[src/sv/pss_pkg.sv]
// Shared types and constants for the plucked-string synthesiser.
`default_nettype none
package pss_pkg;

  localparam int MAX_PERIOD = 4096;
  localparam int RING_AW    = $clog2(MAX_PERIOD);
  localparam int PER_W      = RING_AW + 1;
  localparam int SMP_W      = 16;
  localparam int GAIN_W     = 17;
  localparam int SEED_W     = 16;
  localparam int CFG_IDX_W  = 1;
  localparam int CFG_DATA_W = 17;
  localparam int SUM_W      = SMP_W + 1;
  localparam int PROD_W     = SUM_W + GAIN_W + 1;
  localparam int FRAC_SH    = 17;

  localparam logic [CFG_IDX_W-1:0] CFG_DECAY_GAIN = 1'd0;
  localparam logic [CFG_IDX_W-1:0] CFG_NOISE_SEED = 1'd1;

  localparam logic [GAIN_W-1:0] GAIN_RST  = 17'd65274;
  localparam logic [GAIN_W-1:0] GAIN_ONE  = 17'd65536;
  localparam logic [SEED_W-1:0] SEED_RST  = 16'd44257;
  localparam logic [SEED_W-1:0] LFSR_TAPS = 16'hB400;

  localparam logic signed [SMP_W-1:0] FULL_POS = 16'sd32767;
  localparam logic signed [SMP_W-1:0] FULL_NEG = -16'sd32767;

  localparam logic [PER_W-1:0] PER_MIN = PER_W'(2);
  localparam logic [PER_W-1:0] PER_MAX = PER_W'(MAX_PERIOD);

  localparam logic FUNC_TICK  = 1'b0;
  localparam logic FUNC_PLUCK = 1'b1;

  typedef enum logic [2:0] {
    S_IDLE,
    S_READ_A,
    S_READ_B,
    S_WRITE,
    S_FILL
  } state_t;

  typedef struct packed {
    logic take_tick;
    logic take_pluck;
    logic sel_next;
    logic cap_a;
    logic mul;
    logic commit;
    logic fill_wr;
  } cmd_t;

  typedef struct packed {
    logic active;
    logic fill_last;
    logic out_free;
  } sts_t;

endpackage
`default_nettype wire

[src/sv/pss_ctrl.sv]
// Sequencer for tick and pluck operations.
`default_nettype none
module pss_ctrl (
  input  wire logic          clk,
  input  wire logic          rst_n,
  input  wire logic          in_valid,
  input  wire logic          in_func,
  output logic               in_ready,
  input  wire pss_pkg::sts_t sts,
  output pss_pkg::cmd_t      cmd
);
  import pss_pkg::*;

  state_t state_r, state_nxt;

  always_ff @(posedge clk) begin
    if (!rst_n) begin
      state_r <= S_IDLE;
    end else begin
      state_r <= state_nxt;
    end
  end

  always_comb begin
    state_nxt = state_r;
    case (state_r)
      S_IDLE: begin
        if (in_valid) begin
          if (in_func == FUNC_PLUCK) begin
            state_nxt = S_FILL;
          end else if (sts.active) begin
            state_nxt = S_READ_A;
          end else begin
            state_nxt = S_WRITE;
          end
        end
      end
      S_READ_A: state_nxt = S_READ_B;
      S_READ_B: state_nxt = S_WRITE;
      S_WRITE: begin
        if (sts.out_free) begin
          state_nxt = S_IDLE;
        end
      end
      S_FILL: begin
        if (sts.fill_last) begin
          state_nxt = S_IDLE;
        end
      end
      default: state_nxt = S_IDLE;
    endcase
  end

  always_comb begin
    cmd      = '0;
    in_ready = 1'b0;
    case (state_r)
      S_IDLE: begin
        in_ready       = 1'b1;
        cmd.take_pluck = in_valid && (in_func == FUNC_PLUCK);
        cmd.take_tick  = in_valid && (in_func == FUNC_TICK);
      end
      S_READ_A: begin
        cmd.sel_next = 1'b1;
        cmd.cap_a    = 1'b1;
      end
      S_READ_B: cmd.mul = 1'b1;
      S_WRITE:  cmd.commit = sts.out_free;
      S_FILL:   cmd.fill_wr = 1'b1;
      default: begin
        cmd      = '0;
        in_ready = 1'b0;
      end
    endcase
  end
endmodule
`default_nettype wire

[config.mk]
export PLATFORM = sky130hd
export DESIGN_NAME = pss_ctrl
export DESIGN_NICKNAME = d
export VERILOG_FILES = /design/src/sv/pss_pkg.sv /design/src/sv/pss_ctrl.sv
export SDC_FILE = /design/constraint.sdc
export NUM_CORES = 1
export LEC_CHECK = 0
export BUFFER_PORTS_ARGS = -buffer_cell sky130_fd_sc_hd__buf_2
export CAP_MARGIN = 20
export CORE_AREA = 2 2 39 41
export CTS_BUF_LIST = sky130_fd_sc_hd__clkbuf_8
export DETAILED_ROUTE_END_ITERATION = 12
export DIE_AREA = 0 0 41 43
export GPL_TIMING_DRIVEN = 0
export HOLD_SLACK_MARGIN = 0.08
export PLACE_DENSITY = 0.42
export SLEW_MARGIN = 20
export SYNTH_ARGS = -nofsm -noshare
export SYNTH_HDL_FRONTEND = slang
export SYNTH_SLANG_ARGS = --single-unit
[constraint.sdc]
create_clock -name clk -period 2.2 [get_ports clk]
set_clock_uncertainty 0.05 [all_clocks]
set_input_delay 0.11 -clock clk [delete_from_list [all_inputs] [get_ports clk]]
set_output_delay 0.11 -clock clk [all_outputs]
set_load 0.05 [all_outputs]
==> metrics <==
outcome=finished, final reports clean; sequential power share=19.5%; Initial DRC Count=0; worst IR drop on VDD=approximately 0.00047 V; clock tree from TritonCTS=yes; initial antenna violation count=0; Clock Sinks=3; vias post-DR=264; most flop-heavy register=state_r; syn_area_per_cell=7.951 sq um; total power per unit cell area=between 1000 and 1500 nW/um^2; Die Wd=a little over 40 microns; CP startpoint kind=flop; worst hold slack=between 0.1 and 0.15 ns; Seq cells post-synth=3; ANT nets after route=0; Post-Route Utilization=27.58%; max FFs per register=3; max-cap viol count=0; largest net degree at the start of global routing=10; Post-layout nets=57; Post-synth EDFFs=0; H-tree lvl count=1; post-synth top area share=around 24%; endpoints failing setup=0; core area=1384 sq um; Tot Pwr=between 0.4 and 0.5 mW; CTS buffer count=3; postcts setup bufs=0; vias in the first global route=232; leak pwr=0.2088 nW; Clk network pwr share=a little under two fifths; type of the tightest min-delay check=primary input to flop; Max FO, Critical Path=9; setup slack after layout=0.7497 ns; Worst Tran Pin Value=0.3229 ns; Design Area, Final=about 380 sq um; fin. max-slew vios=0; WP data required=between 2 and 2.5 ns; Arr. time, crit path=1.29 ns; pre-CTS setup slack=0.9650 ns; Fin. Hold Viols=0; yosys warns=0; register area share after synthesis=roughly 24%; DRT Pass-1 Iters=1; Synth Net Count=38; Synth-to-Final Area Change=54.82%; dominant cell type by area after synthesis=dfxtp_1; Placed Instance Area=336.6 sq um; I/O Buffers=14; Detail Placement HPWL=477.3 microns; internal power=0.2342 mW; std cell rows=14; Max Fclk=689.5 MHz; Fin Setup TNS=0 ns; ys async rst share=0%; clock slew at reported path FFs=about 0.030 ns; Synth top cells by count=7 x nor2_1, 3 x dfxtp_1, 2 x a21oi_1, 2 x and2_1, 2 x nand2b_1; combinational cell fraction of total power=42.3%; clock buffer depth=2; largest registers=state_r x3; distinct cell type count after synthesis=20; I/O Pins=15; clk root buf=clkbuf_8; CTS Hold Buffers Added=0; Min Clock Period, post-route=1.450 ns; layout cells sized above 1=roughly half; # resized after CTS=0; critical path class=flop to output port; first-pass GRT wire length=966 microns; number of diodes=0; final wirelength=approximately 640 microns; Worst setup EP type=output port; Slew HR=between 70% and 80%; unrepaired setup endpoints after global routing=no; most frequent cell after synthesis=nor2_1; Sw Ratio=42.14%; fill count=~160; die height=around 43 microns; via density per instance=4.062; Area contributors post-synth=dfxtp_1 24%, nor2_1 11%, a221oi_2 6.1%; GP Congestion=0.6635; net switching power=0.1706 mW; DIE AREA=1763 sq um; Overflow after GRT=0; final worst path period share=between 60 and 70%; drt drc=0; Post-Place Cells=61; Cells after Synth=31; mapped cell area=246.5 sq um; latest clock arrival within the worst-skew pair=0.21 ns; post-route insts no fill=65; dominant synthesized flop cell=dfxtp_1; Starting Density=between 10% and 20%; wire per inst=9.908 microns; Tot GR Track Use=8.534%
## metal layers
metal / GRT usage [%] / wire length (microns) / vias to the layer above / share of wire (%)
li1: - / - / 141 / -
met5: 0 / 0 / - / 0
met1: 9.646 / 289 / 112 / 45
met2: 11.56 / 302 / 11 / 47
met3: 4.712 / 51 / 0 / 7.9
met4: 6.000 / 0 / 0 / 0
## power by group through the flow
stage,clock network [mW],logic [mW],registers (mW)
after global placement,0,0.173,0.0796
after global routing,0.168,0.184,0.0807
after CTS,0.160,0.173,0.0790
final,0.155,0.171,0.0789
after floorplan,0,0.138,0.0755
after detailed placement,0,0.172,0.0792
## placed cells by master, fill, tap and decap left out, types with 2 or more instances in the layout
cell type  synthesis  layout
buf_2              0      14
nor2_1             7       7
clkbuf_8           0       3
dfxtp_1            3       3
and2_1             2       2
nand2b_1           2       2
inv_1              1       2
a21oi_1            2       2
## layout make-up
class / instances / area [sq um] / area share, %
clock inverters: 1 / 3.754 / 0.9836
clock buffers: 3 / 41.29 / 10.82
multi-input cells: 25 / 163.9 / 42.95
well taps: 16 / 20.02 / 5.246
flip-flops and latches: 3 / 60.06 / 15.74
inverters: 1 / 3.754 / 0.9836
plain buffers: 2 / 18.77 / 4.918
repair buffers: 14 / 70.07 / 18.36
## kinds of logic after synthesis
| kind of cell | count (synthesis) | share of synthesized area [%] |
|---|---|---|
| compound gates | 6 | 21.32 |
| buf+inv | 3 | 9.136 |
| flops | 3 | 24.37 |
| mux | 1 | 6.090 |
| simple gates | 18 | 39.09 |
## worst max-delay path: stages, from the launching register on
cell	delay (ns)
dfxtp_1	0.29
buf_6	0.13
nor3_2	0.20
nand2b_1	0.11
nor2_1	0.08
buf_2	0.26
## worst paths after layout
path | start | to | slack, ns | cells past startpoint
setup / recovery | state_r[2]$_SDFFE_PN0P_ | cmd[6] | 0.75 | 5
hold / removal | rst_n | state_r[2]$_SDFFE_PN0P_ | 0.11 | 2
setup reg to reg | state_r[2]$_SDFFE_PN0P_ | state_r[0]$_SDFFE_PN0P_ | 1.00 | 4
hold reg to reg | state_r[2]$_SDFFE_PN0P_ | state_r[1]$_SDFFE_PN0P_ | 0.63 | 4
No activity file was read; power rests on OpenSTA's default activity.
